**src/sv/cesf_pkg.sv**
```systemverilog
package cesf_pkg;

  localparam int MaxOrbitals = 64;
  localparam int MaskW       = 64;
  localparam int CntW        = 7;
  localparam int IdxW        = $clog2(MaskW);
  localparam int PopW        = $clog2(MaskW + 1);
  localparam int SpinW       = 10;

  // register indexes on the configuration port
  localparam logic [2:0] RegNumOrbitals  = 3'd0;
  localparam logic [2:0] RegNumParticles = 3'd1;
  localparam logic [2:0] RegConserveSpin = 3'd2;
  localparam logic [2:0] RegTargetSpin   = 3'd3;
  localparam logic [2:0] RegUpSpinMask   = 3'd4;

  typedef struct packed {
    logic [CntW-1:0]   num_orbitals;
    logic [CntW-1:0]   num_particles;
    logic              conserve_spin;
    logic signed [7:0] target_spin;
    logic [MaskW-1:0]  up_spin_mask;
  } cesf_cfg_t;

  typedef enum logic [1:0] {
    ST_IDLE,
    ST_BUILD,
    ST_SCORE
  } cesf_state_e;

  typedef enum logic [1:0] {
    OP_START,
    OP_ADVANCE,
    OP_HOLD
  } cesf_op_e;

  typedef struct packed {
    logic capture;   // item taken: latch scan of current mask
    logic build;     // write next mask and walk flags
    logic load_out;  // load result register
  } cesf_cmd_t;

  typedef struct packed {
    cesf_op_e          op;
    logic              fail;
    logic [CntW-1:0]   t;
    logic [IdxW-1:0]   p;
  } cesf_scan_t;

  // bit j set for every j below v
  function automatic logic [MaskW-1:0] low_bits(input logic [CntW-1:0] v);
    logic [MaskW-1:0] r;
    for (int j = 0; j < MaskW; j++) begin
      r[j] = (CntW'(j) < v);
    end
    return r;
  endfunction

  // index of the highest set bit, zero when none
  function automatic logic [IdxW-1:0] msb_idx(input logic [MaskW-1:0] v);
    logic [IdxW-1:0] r;
    r = '0;
    for (int j = 0; j < MaskW; j++) begin
      if (v[j]) begin
        r = IdxW'(j);
      end
    end
    return r;
  endfunction

  function automatic logic [3:0] pop8(input logic [7:0] v);
    logic [3:0] r;
    r = '0;
    for (int j = 0; j < 8; j++) begin
      r = r + {3'b000, v[j]};
    end
    return r;
  endfunction

  function automatic logic [PopW-1:0] popcount(input logic [MaskW-1:0] v);
    logic [PopW-1:0] r;
    r = '0;
    for (int j = 0; j < MaskW / 8; j++) begin
      r = r + PopW'(pop8(v[8*j +: 8]));
    end
    return r;
  endfunction

endpackage

```
**src/sv/cesf_if.sv**
```systemverilog
interface cesf_in_if;
  logic valid;
  logic ready;
  logic restart;

  modport source (output valid, output restart, input ready);
  modport sink (input valid, input restart, output ready);
endinterface

interface cesf_out_if;
  logic        valid;
  logic        ready;
  logic [63:0] occupancy_mask;
  logic        accepted;
  logic        finished;

  modport source (output valid, output occupancy_mask, output accepted, output finished,
                  input ready);
  modport sink (input valid, input occupancy_mask, input accepted, input finished,
                output ready);
endinterface

```
**src/sv/cesf_regs.sv**
```systemverilog
module cesf_regs (
  input  logic                    clk_i,
  input  logic                    rst_ni,
  input  logic                    psel,
  input  logic                    penable,
  input  logic                    pwrite,
  input  logic [5:0]              paddr,
  input  logic [63:0]             pwdata,
  output logic [63:0]             prdata,
  output logic                    pready,
  output cesf_pkg::cesf_cfg_t     cfg_o
);
  import cesf_pkg::*;

  cesf_cfg_t  cfg_q, cfg_d;
  logic       wr_en;
  logic [2:0] reg_idx;

  assign pready  = 1'b1;
  assign wr_en   = psel && penable && pwrite && pready;
  assign reg_idx = paddr[5:3];
  assign cfg_o   = cfg_q;

  always_comb begin
    cfg_d = cfg_q;
    if (wr_en) begin
      unique case (reg_idx)
        RegNumOrbitals:  cfg_d.num_orbitals  = pwdata[CntW-1:0];
        RegNumParticles: cfg_d.num_particles = pwdata[CntW-1:0];
        RegConserveSpin: cfg_d.conserve_spin = pwdata[0];
        RegTargetSpin:   cfg_d.target_spin   = pwdata[7:0];
        RegUpSpinMask:   cfg_d.up_spin_mask  = pwdata[MaskW-1:0];
        default:         cfg_d = cfg_q;
      endcase
    end
  end

  always_comb begin
    unique case (reg_idx)
      RegNumOrbitals:  prdata = 64'(cfg_q.num_orbitals);
      RegNumParticles: prdata = 64'(cfg_q.num_particles);
      RegConserveSpin: prdata = 64'(cfg_q.conserve_spin);
      RegTargetSpin:   prdata = 64'(cfg_q.target_spin);
      RegUpSpinMask:   prdata = cfg_q.up_spin_mask;
      default:         prdata = '0;
    endcase
  end

  always_ff @(posedge clk_i or negedge rst_ni) begin
    if (!rst_ni) begin
      cfg_q.num_orbitals  <= CntW'(MaxOrbitals);
      cfg_q.num_particles <= CntW'(2);
      cfg_q.conserve_spin <= 1'b0;
      cfg_q.target_spin   <= '0;
      cfg_q.up_spin_mask  <= '0;
    end else begin
      cfg_q <= cfg_d;
    end
  end

endmodule

```
**src/sv/cesf_ctrl.sv**
```systemverilog
module cesf_ctrl (
  input  logic                clk_i,
  input  logic                rst_ni,
  input  logic                in_valid_i,
  output logic                in_ready_o,
  output logic                out_valid_o,
  input  logic                out_ready_i,
  output cesf_pkg::cesf_cmd_t cmd_o
);
  import cesf_pkg::*;

  cesf_state_e state_q, state_d;
  logic        out_valid_q, out_valid_d;
  logic        slot_free;
  logic        take;

  assign slot_free   = !out_valid_q || out_ready_i;
  assign out_valid_o = out_valid_q;
  assign take        = in_valid_i && in_ready_o;

  // next state
  always_comb begin
    state_d = state_q;
    unique case (state_q)
      ST_IDLE: begin
        if (in_valid_i) begin
          state_d = ST_BUILD;
        end
      end
      ST_BUILD: begin
        state_d = ST_SCORE;
      end
      ST_SCORE: begin
        if (slot_free) begin
          state_d = in_valid_i ? ST_BUILD : ST_IDLE;
        end
      end
      default: state_d = ST_IDLE;
    endcase
  end

  // outputs
  always_comb begin
    in_ready_o       = 1'b0;
    cmd_o            = '0;
    unique case (state_q)
      ST_IDLE: begin
        in_ready_o = 1'b1;
      end
      ST_BUILD: begin
        cmd_o.build = 1'b1;
      end
      ST_SCORE: begin
        in_ready_o     = slot_free;
        cmd_o.load_out = slot_free;
      end
      default: ;
    endcase
    cmd_o.capture = take;
  end

  always_comb begin
    out_valid_d = out_valid_q;
    if (cmd_o.load_out) begin
      out_valid_d = 1'b1;
    end else if (out_ready_i) begin
      out_valid_d = 1'b0;
    end
  end

  always_ff @(posedge clk_i or negedge rst_ni) begin
    if (!rst_ni) begin
      state_q     <= ST_IDLE;
      out_valid_q <= 1'b0;
    end else begin
      state_q     <= state_d;
      out_valid_q <= out_valid_d;
    end
  end

endmodule

```
**src/sv/cesf_dp.sv**
```systemverilog
module cesf_dp (
  input  logic                clk_i,
  input  logic                rst_ni,
  input  cesf_pkg::cesf_cmd_t cmd_i,
  input  cesf_pkg::cesf_cfg_t cfg_i,
  input  logic                restart_i,
  output logic [63:0]         occupancy_mask_o,
  output logic                accepted_o,
  output logic                finished_o
);
  import cesf_pkg::*;

  logic [MaskW-1:0] cur_q, cur_d;
  logic             started_q, started_d;
  logic             exhausted_q, exhausted_d;
  cesf_scan_t       scan_q, scan_d;
  logic [MaskW-1:0] omask_q, omask_d;
  logic             oacc_q, oacc_d;
  logic             ofin_q, ofin_d;

  logic [CntW-1:0]  n_eff;
  logic [CntW-1:0]  k;
  logic [MaskW-1:0] win;
  logic [MaskW-1:0] zeros;
  logic [MaskW-1:0] below;
  logic [IdxW-1:0]  top_zero;
  logic [CntW-1:0]  run_len;
  logic             z_any;
  logic             p_any;

  logic [CntW-1:0]  fill_lo;
  logic [CntW-1:0]  fill_hi;
  logic [MaskW-1:0] next_mask;

  logic [PopW-1:0]  pop;
  logic [SpinW-1:0] spin;
  logic [SpinW-1:0] target;

  assign n_eff = (cfg_i.num_orbitals > CntW'(MaxOrbitals)) ? CntW'(MaxOrbitals)
                                                           : cfg_i.num_orbitals;
  assign k     = cfg_i.num_particles;
  assign win   = low_bits(n_eff);

  // scan: run of ones at the top of the window, and the highest one below it
  assign zeros    = ~cur_q & win;
  assign z_any    = |zeros;
  assign top_zero = msb_idx(zeros);
  assign run_len  = z_any ? (n_eff - CntW'(1) - CntW'(top_zero)) : n_eff;
  assign below    = cur_q & win & low_bits(CntW'(top_zero));
  assign p_any    = |below;

  always_comb begin
    scan_d   = scan_q;
    if (cmd_i.capture) begin
      scan_d.t = run_len;
      scan_d.p = msb_idx(below);
      if (restart_i || !started_q) begin
        scan_d.op   = OP_START;
        scan_d.fail = (k > n_eff);
      end else if (exhausted_q) begin
        scan_d.op   = OP_HOLD;
        scan_d.fail = 1'b1;
      end else begin
        scan_d.op   = OP_ADVANCE;
        scan_d.fail = !z_any || (run_len >= k) || !p_any;
      end
    end
  end

  // build: keep bits below p, then a block of t+1 ones from p+1
  assign fill_lo   = CntW'(scan_q.p) + CntW'(1);
  assign fill_hi   = CntW'(8'(scan_q.p) + 8'(scan_q.t) + 8'd2);
  assign next_mask = (cur_q & win & low_bits(CntW'(scan_q.p)))
                   | (low_bits(fill_hi) & ~low_bits(fill_lo));

  always_comb begin
    cur_d       = cur_q;
    started_d   = started_q;
    exhausted_d = exhausted_q;
    if (cmd_i.build) begin
      unique case (scan_q.op)
        OP_START: begin
          started_d   = 1'b1;
          exhausted_d = scan_q.fail;
          cur_d       = scan_q.fail ? '0 : low_bits(k);
        end
        OP_ADVANCE: begin
          exhausted_d = scan_q.fail;
          cur_d       = scan_q.fail ? '0 : next_mask;
        end
        default: ;
      endcase
    end
  end

  // score
  assign pop    = popcount(cur_q & cfg_i.up_spin_mask);
  assign spin   = {2'b00, pop, 1'b0} - {3'b000, k};
  assign target = {{(SpinW-8){cfg_i.target_spin[7]}}, cfg_i.target_spin};

  always_comb begin
    omask_d = omask_q;
    oacc_d  = oacc_q;
    ofin_d  = ofin_q;
    if (cmd_i.load_out) begin
      if (exhausted_q) begin
        omask_d = '0;
        oacc_d  = 1'b0;
        ofin_d  = 1'b1;
      end else begin
        omask_d = cur_q;
        oacc_d  = !cfg_i.conserve_spin || (spin == target);
        ofin_d  = 1'b0;
      end
    end
  end

  assign occupancy_mask_o = omask_q;
  assign accepted_o       = oacc_q;
  assign finished_o       = ofin_q;

  always_ff @(posedge clk_i or negedge rst_ni) begin
    if (!rst_ni) begin
      cur_q       <= '0;
      started_q   <= 1'b0;
      exhausted_q <= 1'b0;
    end else begin
      cur_q       <= cur_d;
      started_q   <= started_d;
      exhausted_q <= exhausted_d;
    end
  end

  always_ff @(posedge clk_i) begin
    scan_q  <= scan_d;
    omask_q <= omask_d;
    oacc_q  <= oacc_d;
    ofin_q  <= ofin_d;
  end

endmodule

```
**src/sv/combination_enumerator_spin_filter.sv**
```systemverilog
// Lexicographic k-of-n combination walker with a total spin check.
//
// Input channel in_ch carries one item per step: restart=1 goes back to the
// lowest combination (orbitals 0..k-1), restart=0 moves to the next one by
// the odometer rule. The first item after reset always starts the walk.
// Output channel out_ch returns exactly one item per input item: the
// occupancy mask, accepted (spin filter passed, or filter off) and finished
// (walk exhausted; mask and accepted are then zero, and further advances
// repeat it until a restart).
// Timing: an item is taken, the next mask is built in the following cycle
// from the scan latched at acceptance, and in the score step that follows,
// once the output register is free, the mask is scored (64-bit popcount)
// and loaded into the output register. No new item is taken in the build
// step, as the build and score steps share the single mask register.
// A waiting result does not block the next item from being taken; if the
// receiver stalls while a second result is ready, the block holds in the
// score step with in_ch.ready low until the output register frees.
// Reset clears the walk and the output valid flag; registers return to
// 64 orbitals, 2 particles, filter off, target 0, no up spins. The user
// must write the APB port only while the block is idle; it is not enforced.
module combination_enumerator_spin_filter (
  input  logic               clk_i,
  input  logic               rst_ni,
  cesf_in_if.sink            in_ch,
  cesf_out_if.source         out_ch,
  input  logic               psel,
  input  logic               penable,
  input  logic               pwrite,
  input  logic [5:0]         paddr,
  input  logic [63:0]        pwdata,
  output logic [63:0]        prdata,
  output logic               pready
);
  import cesf_pkg::*;

  cesf_cfg_t cfg;
  cesf_cmd_t cmd;

  // configuration registers
  cesf_regs u_regs (
    .clk_i   (clk_i),
    .rst_ni  (rst_ni),
    .psel    (psel),
    .penable (penable),
    .pwrite  (pwrite),
    .paddr   (paddr),
    .pwdata  (pwdata),
    .prdata  (prdata),
    .pready  (pready),
    .cfg_o   (cfg)
  );

  // sequencing and output handshake
  cesf_ctrl u_ctrl (
    .clk_i       (clk_i),
    .rst_ni      (rst_ni),
    .in_valid_i  (in_ch.valid),
    .in_ready_o  (in_ch.ready),
    .out_valid_o (out_ch.valid),
    .out_ready_i (out_ch.ready),
    .cmd_o       (cmd)
  );

  // mask scan, build and scoring
  cesf_dp u_dp (
    .clk_i            (clk_i),
    .rst_ni           (rst_ni),
    .cmd_i            (cmd),
    .cfg_i            (cfg),
    .restart_i        (in_ch.restart),
    .occupancy_mask_o (out_ch.occupancy_mask),
    .accepted_o       (out_ch.accepted),
    .finished_o       (out_ch.finished)
  );

endmodule
```
**src/flat_wrapper.sv**
```systemverilog
// flat-port wrapper written by rule: the top's interface ports become plain ports
module combination_enumerator_spin_filter_flat import cesf_pkg::*;
  (clk_i, rst_ni, psel, penable, pwrite, paddr, pwdata, prdata, pready, in_ch_valid, in_ch_restart, in_ch_ready, out_ch_valid, out_ch_occupancy_mask, out_ch_accepted, out_ch_finished, out_ch_ready);
  cesf_in_if in_ch_i ();
  cesf_out_if out_ch_i ();
  input  logic clk_i;
  input  logic rst_ni;
  input  logic psel;
  input  logic penable;
  input  logic pwrite;
  input  logic [5:0] paddr;
  input  logic [63:0] pwdata;
  output logic [63:0] prdata;
  output logic pready;
  input wire logic [$bits(in_ch_i.valid)-1:0] in_ch_valid;
  input wire logic [$bits(in_ch_i.restart)-1:0] in_ch_restart;
  output wire logic [$bits(in_ch_i.ready)-1:0] in_ch_ready;
  output wire logic [$bits(out_ch_i.valid)-1:0] out_ch_valid;
  output wire logic [$bits(out_ch_i.occupancy_mask)-1:0] out_ch_occupancy_mask;
  output wire logic [$bits(out_ch_i.accepted)-1:0] out_ch_accepted;
  output wire logic [$bits(out_ch_i.finished)-1:0] out_ch_finished;
  input wire logic [$bits(out_ch_i.ready)-1:0] out_ch_ready;
  assign in_ch_i.valid = in_ch_valid;
  assign in_ch_i.restart = in_ch_restart;
  assign in_ch_ready = in_ch_i.ready;
  assign out_ch_valid = out_ch_i.valid;
  assign out_ch_occupancy_mask = out_ch_i.occupancy_mask;
  assign out_ch_accepted = out_ch_i.accepted;
  assign out_ch_finished = out_ch_i.finished;
  assign out_ch_i.ready = out_ch_ready;
  combination_enumerator_spin_filter u_core (.clk_i(clk_i), .rst_ni(rst_ni), .in_ch(in_ch_i), .out_ch(out_ch_i), .psel(psel), .penable(penable), .pwrite(pwrite), .paddr(paddr), .pwdata(pwdata), .prdata(prdata), .pready(pready));
endmodule
```
**config.mk**
```make
export PLATFORM = sky130hd
export DESIGN_NAME = combination_enumerator_spin_filter_flat
export DESIGN_NICKNAME = d
export VERILOG_FILES = /design/src/sv/cesf_pkg.sv /design/src/sv/cesf_if.sv /design/src/sv/cesf_regs.sv /design/src/sv/cesf_ctrl.sv /design/src/sv/cesf_dp.sv /design/src/sv/combination_enumerator_spin_filter.sv /design/src/flat_wrapper.sv
export SDC_FILE = /design/constraint.sdc
export NUM_CORES = 1
export LEC_CHECK = 0
export ABC_AREA = 1
export BUFFER_PORTS_ARGS = -buffer_cell sky130_fd_sc_hd__buf_2
export CAP_MARGIN = 15
export CORE_ASPECT_RATIO = 1.4
export CORE_MARGIN = 2
export CORE_UTILIZATION = 25
export CTS_BUF_LIST = sky130_fd_sc_hd__clkbuf_4 sky130_fd_sc_hd__clkbuf_8
export CTS_CLUSTER_DIAMETER = 40
export CTS_CLUSTER_SIZE = 24
export DETAILED_ROUTE_END_ITERATION = 6
export PLACE_DENSITY_LB_ADDON = 0.3
export REMOVE_ABC_BUFFERS = 1
export SYNTH_ARGS = -nofsm -noshare
export SYNTH_HDL_FRONTEND = slang
export SYNTH_SLANG_ARGS = --single-unit
```
**constraint.sdc**
```tcl
create_clock -name clk_i -period 14 [get_ports clk_i]
set_input_delay 2.1 -clock clk_i [delete_from_list [all_inputs] [get_ports clk_i]]
set_output_delay 2.1 -clock clk_i [all_outputs]
set_load 0.02 [all_outputs]
```
[Word level (Yosys, flattened, before mapping)]
Index checks and enable logic that the tools add are counted.
Cells by class
  add/subtract/negate cells: 69
  $mul: 0
  divide/modulo/power cells: 0
  order comparisons: 385
  equality and inequality tests: 10
  shift-type cells: 0
  muxes and demuxes: 143
  bitwise operators: 9
  reduce and logical (&&, ||, !) cells: 35
Operator list (number)
  $lt 6x7->1 const A: 128
  $mux 6: 92
  $lt 5x7->1 const A: 64
  $lt 6x6->1 const A: 62
  $pmux 64 s5: 1
  $and 64x64->64: 4
  $lt 4x7->1 const A: 32
  $lt 5x6->1 const A: 32
  $add 4x1->4: 32
  $and 64x63->64: 2
  $mux 64: 2
  $not 64->64: 2
  $pmux 64 s2: 1
  $reduce_or 64->1: 2
  $lt 3x7->1 const A: 16
  $lt 4x6->1 const A: 16
  $mux 5: 16
  $or 64x64->64: 1
  $lt 1x7->1 const A: 8
  $lt 2x7->1 const A: 8
  $lt 3x6->1 const A: 8
  $add 3x1->4: 8
  $mux 4: 8
  $reduce_or 32->1: 1
  41 further kinds: 105
Storage, ports and cells
  register bits: 238
  bits in latches: 0
  bits in writable memories: 0
  bits in read-only memories: 0
  bits of input ports: 78
  output and inout bits: 133
  logic and storage cells: 673
  memories kept: 0

[Depth between registers and ports, before layout]
Gate-level depths: netlist of the first run.
  word-level depth: 131
  gate-level depth with buffers: 130
  mapped depth without buffers: 129

[Cells and area by module]
A second synthesis of the first run with hierarchy kept.
Second synthesis, totals
  cells, all modules: 2670
  area total of the unflattened synthesis: 19107.1 um^2
By module, submodules not included
  cesf_dp: instances 1, cells each 2143, area an instance 14312.5 um^2, sequential area each 4113.9 um^2
  cesf_regs: instances 1, cells each 499, area an instance 4605.7 um^2, sequential area each 2179.6 um^2
  cesf_ctrl: instances 1, cells each 28, area an instance 188.9 um^2, sequential area each 75.1 um^2

[Least setup slack after synthesis of the first run]
No wires, ideal clock.
  kind: register -> register
  start point: register u_core.u_dp.cur_q[29]
  end point: register u_core.u_dp.oacc_q, in the netlist u_core.u_dp.accepted_o, data pin
  library setup time: 147 ps
  arrival: 6899 ps
  data required time: 13853 ps
  path slack: 6955 ps
  stages on the path, launching flop included: 30
  buffers on the path: 0
  period minus slack after synthesis: 7045 ps
  path through: dfrtp_1 > nand2_1 > inv_1 > fa_1 > inv_1 > fa_1 > inv_1 > fa_1 > inv_1 > fa_1 > inv_1 > fa_1 > fa_1 > inv_1 > fa_1 > fa_1 > inv_1 > ha_1 > fa_1 > ha_1 > a21oi_1 > nand2_1 > a21oi_1 > o21ai_0 > nand2_1 > a21oi_1 > or2_2 > a22oi_1 > nand4_1 > a21oi_1
On the way
  word-level cells in the longest chain between the ends: 12
RTL lines
  start, declared: RTL line cesf_dp.sv:13  | logic [MaskW-1:0] cur_q, cur_d;
  start signal, assigned: RTL line cesf_dp.sv:128  | cur_q <= cur_d;
  $and 64x64->64: RTL line cesf_dp.sv:97  | assign pop = popcount(cur_q & cfg_i.up_spin_mask);
  $add 4x1->4 (3 in a row): RTL line cesf_pkg.sv:75  | r = r + {3'b000, v[j]};
  $add 6x4->7: RTL line cesf_pkg.sv:84  | r = r + PopW'(pop8(v[8*j +: 8]));
  $add 7x4->7 (4 in a row): RTL line cesf_pkg.sv:84
  $sub 8x7->9: RTL line cesf_dp.sv:98  | assign spin = {2'b00, pop, 1'b0} - {3'b000, k};
  $eq 10x10->1: RTL line cesf_dp.sv:112  | oacc_d = !cfg_i.conserve_spin || (spin == target);
  $logic_or 1x1->1: RTL line cesf_dp.sv:112
  end signal, assigned: RTL line cesf_dp.sv:137  | oacc_q <= oacc_d;
  end, declared: RTL line cesf_dp.sv:18  | logic oacc_q, oacc_d;
No other way between the ends.
A chain may end at the register's enable or synchronous reset.

[Worst setup path after layout of the first run]
  start point: register u_core.u_regs.cfg_q, in the netlist u_core.u_regs.cfg_o[86]
  end point: register u_core.u_dp.scan_q[0] (netlist name), data pin
On the way
  word-level cells in the longest chain between the ends: 131
  elaborated cells between the ends (all ways): 255
  classes of those cells: order compare (126); mux (126); bitwise (3)
RTL lines
  start, declared: RTL line cesf_regs.sv:15  | cesf_cfg_t cfg_q, cfg_d;
  start signal, assigned: RTL line cesf_regs.sv:57  | cfg_q <= cfg_d;
  $gt 7x7->1: RTL line cesf_dp.sv:39  | assign n_eff = (cfg_i.num_orbitals > CntW'(MaxOrbitals)) ? CntW'(MaxOrbitals)
  $mux 7 *: RTL line cesf_dp.sv:39
  $lt 1x7->1: RTL line cesf_pkg.sv:54  | r[j] = (CntW'(j) < v);
  $and 64x64->64: RTL line cesf_dp.sv:45  | assign zeros = ~cur_q & win;
  $mux 1: RTL line cesf_pkg.sv:64  | if (v[j]) begin
  $mux 6 (62 in a row): RTL line cesf_pkg.sv:64
  $lt 1x6->1: RTL line cesf_pkg.sv:54
  $and 64x63->64 *: RTL line cesf_dp.sv:49  | assign below = cur_q & win & low_bits(CntW'(top_zero));
  $mux 1: RTL line cesf_pkg.sv:64
  $mux 6 (30 in a row): RTL line cesf_pkg.sv:64
  $mux 5 (16 in a row): RTL line cesf_pkg.sv:64
  $mux 4 (8 in a row): RTL line cesf_pkg.sv:64
  $mux 3 (4 in a row): RTL line cesf_pkg.sv:64
  $mux 2 (2 in a row): RTL line cesf_pkg.sv:64
  $mux 1: RTL line cesf_pkg.sv:64
  end signal, assigned: RTL line cesf_dp.sv:135  | scan_q <= scan_d;
  end, declared: RTL line cesf_dp.sv:16  | cesf_scan_t scan_q, scan_d;
Mark *: on every way between the ends. The rest lies on a longest branch, timed or not.

==> impl_metrics.tcl, run 1 <==
set metrics [dict create \
    setup_viol 0 \
    critical_path_required_ns 14.42 \
    wl_per_cell_microns 23.9 \
    grt_usage 0.240 \
    cp.depth 128 \
    die_x_microns 232 \
    path_buf_inv 1 \
    r2r.worst_path.cells 128 \
    rrSetupSlack_ns 4.32 \
    grt_pass1_vias 18700 \
    core_area_sq_um 72500 \
    finClkSkew_ns 0.0411 \
    io_pins 211 \
    rr_endpoint "u_core.u_dp.scan_q[0]" \
    nets 3011 \
    antenna_found_initial 2 \
    startpoint "u_core.u_regs.cfg_o[86]" \
    hp-class "flip-flop to flip-flop" \
    cts.sinks 238 \
    port_buffers 206 \
    path_common_cell "nand2_1" \
    post_cts_buffers 0 \
    gp_congestion 0.986 \
    synth_ff_type "dfrtp_1" \
    worstSkewPairLatency_ns 0.66 \
    vias 18900 \
    cts_buffers 38 \
    max_clock_freq_ghz 0.103 \
    status "finished, final reports clean" \
    async_reset_ff_frac 0.655 \
    drtIter0Drc 1435 \
    dieArea_sq_um 75100 \
    path_clk_slew_ns 0.09 \
    synth.avg_cell_area_sq_um 6.94 \
    std_cell_rows 117 \
    start_util 0.252 \
    netlist_instances 2629 \
    drcViolationCount 0 \
    critPathSlowestCell "dfstp_2" \
    cp_slowest_stage_delay_ns 0.51 \
    grt_pass1_wl_microns 130000 \
    drt-pass1-iter-count 6 \
    final_util 0.293 \
    cp-start-kind "flip-flop" \
    dp_hpwl_microns 73400 \
    rsz0062_at_grt "no" \
    setup_slack_ns 4.32 \
    ys_ff_latch 238 \
    ys_warn_count 0 \
    synth_cell_types 57 \
    overflow 0 \
    hold_path_depth 2 \
    hold_viol_final 0 \
    synth_edf_count 82 \
    cpLargestDelayFamily "simple AND/OR/NAND/NOR gates" \
    via_per_inst 4.97 \
    slew_headroom 0.273 \
    path_max_fanout 14 \
    cts_hold_buf 0 \
    cts_buffer_depth 3 \
    worst_pin_slew_ns 1.08 \
    crit_path_end "u_core.u_dp.scan_q[0]" \
    timing.final.crit_share 0.692 \
    layout-drive-gt1-share 0.126 \
    synth_seq_area_share 0.349 \
    netlist_area_sq_um 18200 \
    cp.arrival_ns 10.10 \
    tns_ns 0 \
    final_antenna_net_count 0 \
    h-tree-depth 2 \
    die_h_microns 324 \
    area_growth_pct 16.6 \
    path_class "flip-flop to flip-flop" \
    period_needed_ns 9.68 \
    cp-end-kind "flip-flop" \
    cts_resized 0 \
    reg2reg_from "u_core.u_regs.cfg_o[86]" \
    tritoncts "built" \
    root_buffer "clkbuf_8" \
    post-place-ws_ns 4.55 \
    grt_start_max_net_pins 96 \
    final-max-slew-violation-count 0 \
    routed_wl_microns 91100 \
    drv_cap 0 \
]
## cell usage after synthesis (all sizes together) (15+ instances only)
cell type	n	area, sq um
a22oi	22	165
inv	468	1760
o211ai	21	158
o22ai	23	144
ha	53	663
nand3	63	325
nand2	657	2490
a21oi	149	746
nor2	323	1230
edfxtp	82	2460
dfrtp	154	3850
nor3	17	90.1
fa	57	1140
or2	15	93.8
clkbuf	68	255
o21ai	336	1690
## cells in the final DEF (no fill, tap or decap), drive strengths merged, types with 5 or more instances in the layout
master / Yosys / layout
a211oi: 6 / 6
a21oi: 149 / 149
a221oi: 8 / 8
a22oi: 22 / 22
a31oi: 11 / 11
a32oi: 7 / 7
and2: 5 / 5
buf: 5 / 227
clkbuf: 68 / 40
clkinv: 4 / 11
dfrtp: 154 / 154
edfxtp: 82 / 82
fa: 57 / 57
ha: 53 / 53
inv: 468 / 482
nand2: 657 / 657
nand3: 63 / 63
nand4: 8 / 8
nor2: 323 / 323
nor3: 17 / 17
o211ai: 21 / 21
o21ai: 336 / 336
o21bai: 5 / 5
o22ai: 23 / 23
o31ai: 5 / 5
o32ai: 9 / 9
or2: 15 / 15
xnor2: 9 / 9
xor2: 12 / 12
## registers in the layout (all words and copies together) (netlist names)
| signal | cells |
|---|---|
| u_core.u_ctrl.out_valid_o | 1 |
| u_core.u_dp.cur_q | 64 |
| u_core.u_dp.started_q | 1 |
| u_core.u_regs.cfg_o | 87 |
| u_core.u_dp.exhausted_q | 1 |
| u_core.u_ctrl.state_q | 2 |
| u_core.u_dp.scan_q | 16 |
| u_core.u_dp.occupancy_mask_o | 64 |
| u_core.u_dp.accepted_o | 1 |
| u_core.u_dp.finished_o | 1 |
## layout make-up
class | instances | area [sq um]
tap | 952 | 1190
multi-input combinational | 1846 | 9840
clock inverter | 29 | 343
sequential | 238 | 6370
inverter | 472 | 1770
antenna | 2 | 5.00
fill | 8173 | 51200
timing repair buffer | 227 | 1200
clock buffer | 40 | 544
## cell families (layout without fill, tap and decap cells)
logic type / after synthesis / after routing / synth area share
AO/OA/AOI/OAI: 620 / 620 / 0.190
XOR/XNOR: 21 / 21 / 0.0101
adder cells (fa/ha/maj): 110 / 110 / 0.0989
buffers and inverters: 545 / 768 / 0.113
flip-flops: 238 / 238 / 0.349
other: 1 / 3 / 0.000206
AND/OR/NAND/NOR: 1094 / 1094 / 0.239
## worst min-delay path by stage
stage	startpoint	endpoint	slack (ns)
after detailed placement	u_core.u_dp.started_q	u_core.u_dp.started_q	0.45
after CTS	u_core.u_dp.scan_q[14]	u_core.u_dp.started_q	0.47
after floorplan	u_core.u_dp.started_q	u_core.u_dp.started_q	0.43
final	u_core.u_dp.started_q	u_core.u_dp.started_q	0.46
after global routing	u_core.u_dp.scan_q[14]	u_core.u_dp.started_q	0.50
after global placement	u_core.u_dp.started_q	u_core.u_dp.started_q	0.44
## routing by layer
metal / vias to the layer above / GRT usage / share of wire
li1: 8858 / - / -
met1: 9073 / 0.289 / 0.40
met2: 758 / 0.403 / 0.48
met3: 230 / 0.0316 / 0.052
met4: 0 / 0.154 / 0.073
met5: - / 0 / 0
## per-stage QoR
stage	hold slack [ns]	instance area (sq um)	instances
2_1_floorplan	0.427	17900	2556
3_3_place_gp	0.440	20400	3734
3_5_place_dp	0.453	20400	3734
4_1_cts	0.470	21200	3803
5_1_grt	0.498	21300	3806
6_report	0.462	21300	3806
## worst min-delay path, delay by kind of cell (launching register included)
kind                   cells  cell delay (ns)
DFF                        1             0.33
AOI/OAI and AO/OA          1             0.06
buffers and inverters      1             0.04
Power of run 1 is left out: the tool's default activity adds up to more than one toggle a clock period on the data nets, which glitch-free logic cannot reach.
==> run 2, diff against run 1 <==
==> constraint.sdc (replaced) <==
create_clock -name clk_i -period 9 [get_ports clk_i]
set_input_delay 1.35 -clock clk_i [delete_from_list [all_inputs] [get_ports clk_i]]
set_output_delay 1.35 -clock clk_i [all_outputs]
set_load 0.02 [all_outputs]
==> impl_metrics.tcl, run 2 (synthesis gave the netlist of run 1 again) <==
set metrics [dict create \
    status "finished, final reports clean" \
    setup_viol 0 \
    final-max-slew-violation-count 0 \
    grt_start_max_net_pins 98 \
    routed_wl_microns 93900 \
    nets 3095 \
    finClkSkew_ns 0.0526 \
    die_x_microns 232 \
    overflow 0 \
    grt_pass1_wl_microns 133000 \
    path_class "flip-flop to flip-flop" \
    cts_buffer_depth 3 \
    hp-class "flip-flop to flip-flop" \
    dieArea_sq_um 75100 \
    cts.sinks 238 \
    tritoncts "built" \
    grt_pass1_vias 19000 \
    h-tree-depth 2 \
    cp.arrival_ns 8.72 \
    port_buffers 206 \
    cts_hold_buf 0 \
    max_clock_freq_ghz 0.121 \
    layout-drive-gt1-share 0.156 \
    grt_usage 0.249 \
    worst_pin_slew_ns 1.26 \
    final_antenna_net_count 0 \
    postPlaceCellArea_sq_um 21000 \
    largest_reg_flops 87 \
    final_cell_mix "642 x nand2_1, 441 x inv_1, 331 x o21ai_0" \
    worstSkewPairLatency_ns 0.68 \
    critPathSlowestCell "dfstp_2" \
    cts_buffers 38 \
    die_h_microns 324 \
    drt-pass1-iter-count 5 \
    start_util 0.252 \
    dp_hpwl_microns 75600 \
    timing.final.crit_share 0.921 \
    drcViolationCount 0 \
    via_per_inst 4.93 \
    area_growth_pct 20.3 \
    std_cell_rows 117 \
    path_max_fanout 7 \
    final_common_cell "nand2_1" \
    root_buffer "clkbuf_8" \
    cp_slowest_stage_delay_ns 0.57 \
    period_needed_ns 8.29 \
    post-place-ws_ns 0.665 \
    antenna_found_initial 3 \
    path_clk_slew_ns 0.10 \
    drv_cap 0 \
    slew_headroom 0.160 \
    rsz0062_at_grt "yes" \
    hold_viol_final 0 \
    fin_area_sq_um 21900 \
    core_area_sq_um 72500 \
    wl_per_cell_microns 24.1 \
    cp-start-kind "flip-flop" \
    gp_congestion 1.02 \
    cp-end-kind "flip-flop" \
    critical_path_required_ns 9.43 \
    setup_slack_ns 0.710 \
    fin_hold_ws_ns 0.467 \
    tns_ns 0 \
    io_pins 211 \
    vias 19200 \
    drtIter0Drc 1625 \
    path_common_cell "nand2_1" \
]
==> run 2: worst max-delay path, delay by kind of cell (launching register included) <==
family / cells / cell delay [ns]
buffers and inverters: 1 / 0.06
flip-flops: 1 / 0.57
AND/OR/NAND/NOR: 128 / 7.39
==> run 2: worst paths after layout <==
path | to | start | slack, ns | cells past startpoint
worst max-delay path | u_core.u_dp.scan_q[0] | u_core.u_regs.cfg_o[86] | 0.71 | 129
worst min-delay path | u_core.u_dp.started_q | u_core.u_dp.started_q | 0.47 | 2
worst max register to register | u_core.u_dp.scan_q[0] | u_core.u_regs.cfg_o[86] | 0.71 | 129
worst min register to register | u_core.u_dp.started_q | u_core.u_dp.started_q | 0.47 | 2
max in group asynchronous | u_core.u_dp.cur_q[45] | rst_ni | 7.07 | 2
min in group asynchronous | u_core.u_regs.cfg_o[72] | rst_ni | 0.65 | 1
==> run 2: final cells by class <==
cell class | instances | area (sq um)
antenna | 1 | 2.50
tap | 952 | 1190
multi-input combinational | 1846 | 9870
timing repair buffer | 311 | 1830
clock inverter | 29 | 339
fill | 8123 | 50500
sequential | 238 | 6370
inverter | 472 | 1780
clock buffer | 41 | 552
==> run 2: per-layer routing <==
metal  wire length [microns]  global-route usage  up-vias
li1                        -                   -     9027
met1                   37100               0.301     9141
met2                   44900               0.418      769
met3                    5270              0.0310      241
met4                    6570               0.155        4
met5                      32                   0        -
==> run 2: what timing repair did <==
item	4_1_cts	5_1_grt
buffers inserted	0	7
gates resized for setup	0	14
endpoints found under the setup margin	0	1
==> run 2: metrics by stage <==
step,util,std cells
detailed placement,0.289,3812
global placement,0.289,3812
floorplan,-,2556
finish,0.303,3890
CTS,0.301,3882
global route,0.303,3890
Power of run 2 is left out for the same reason.
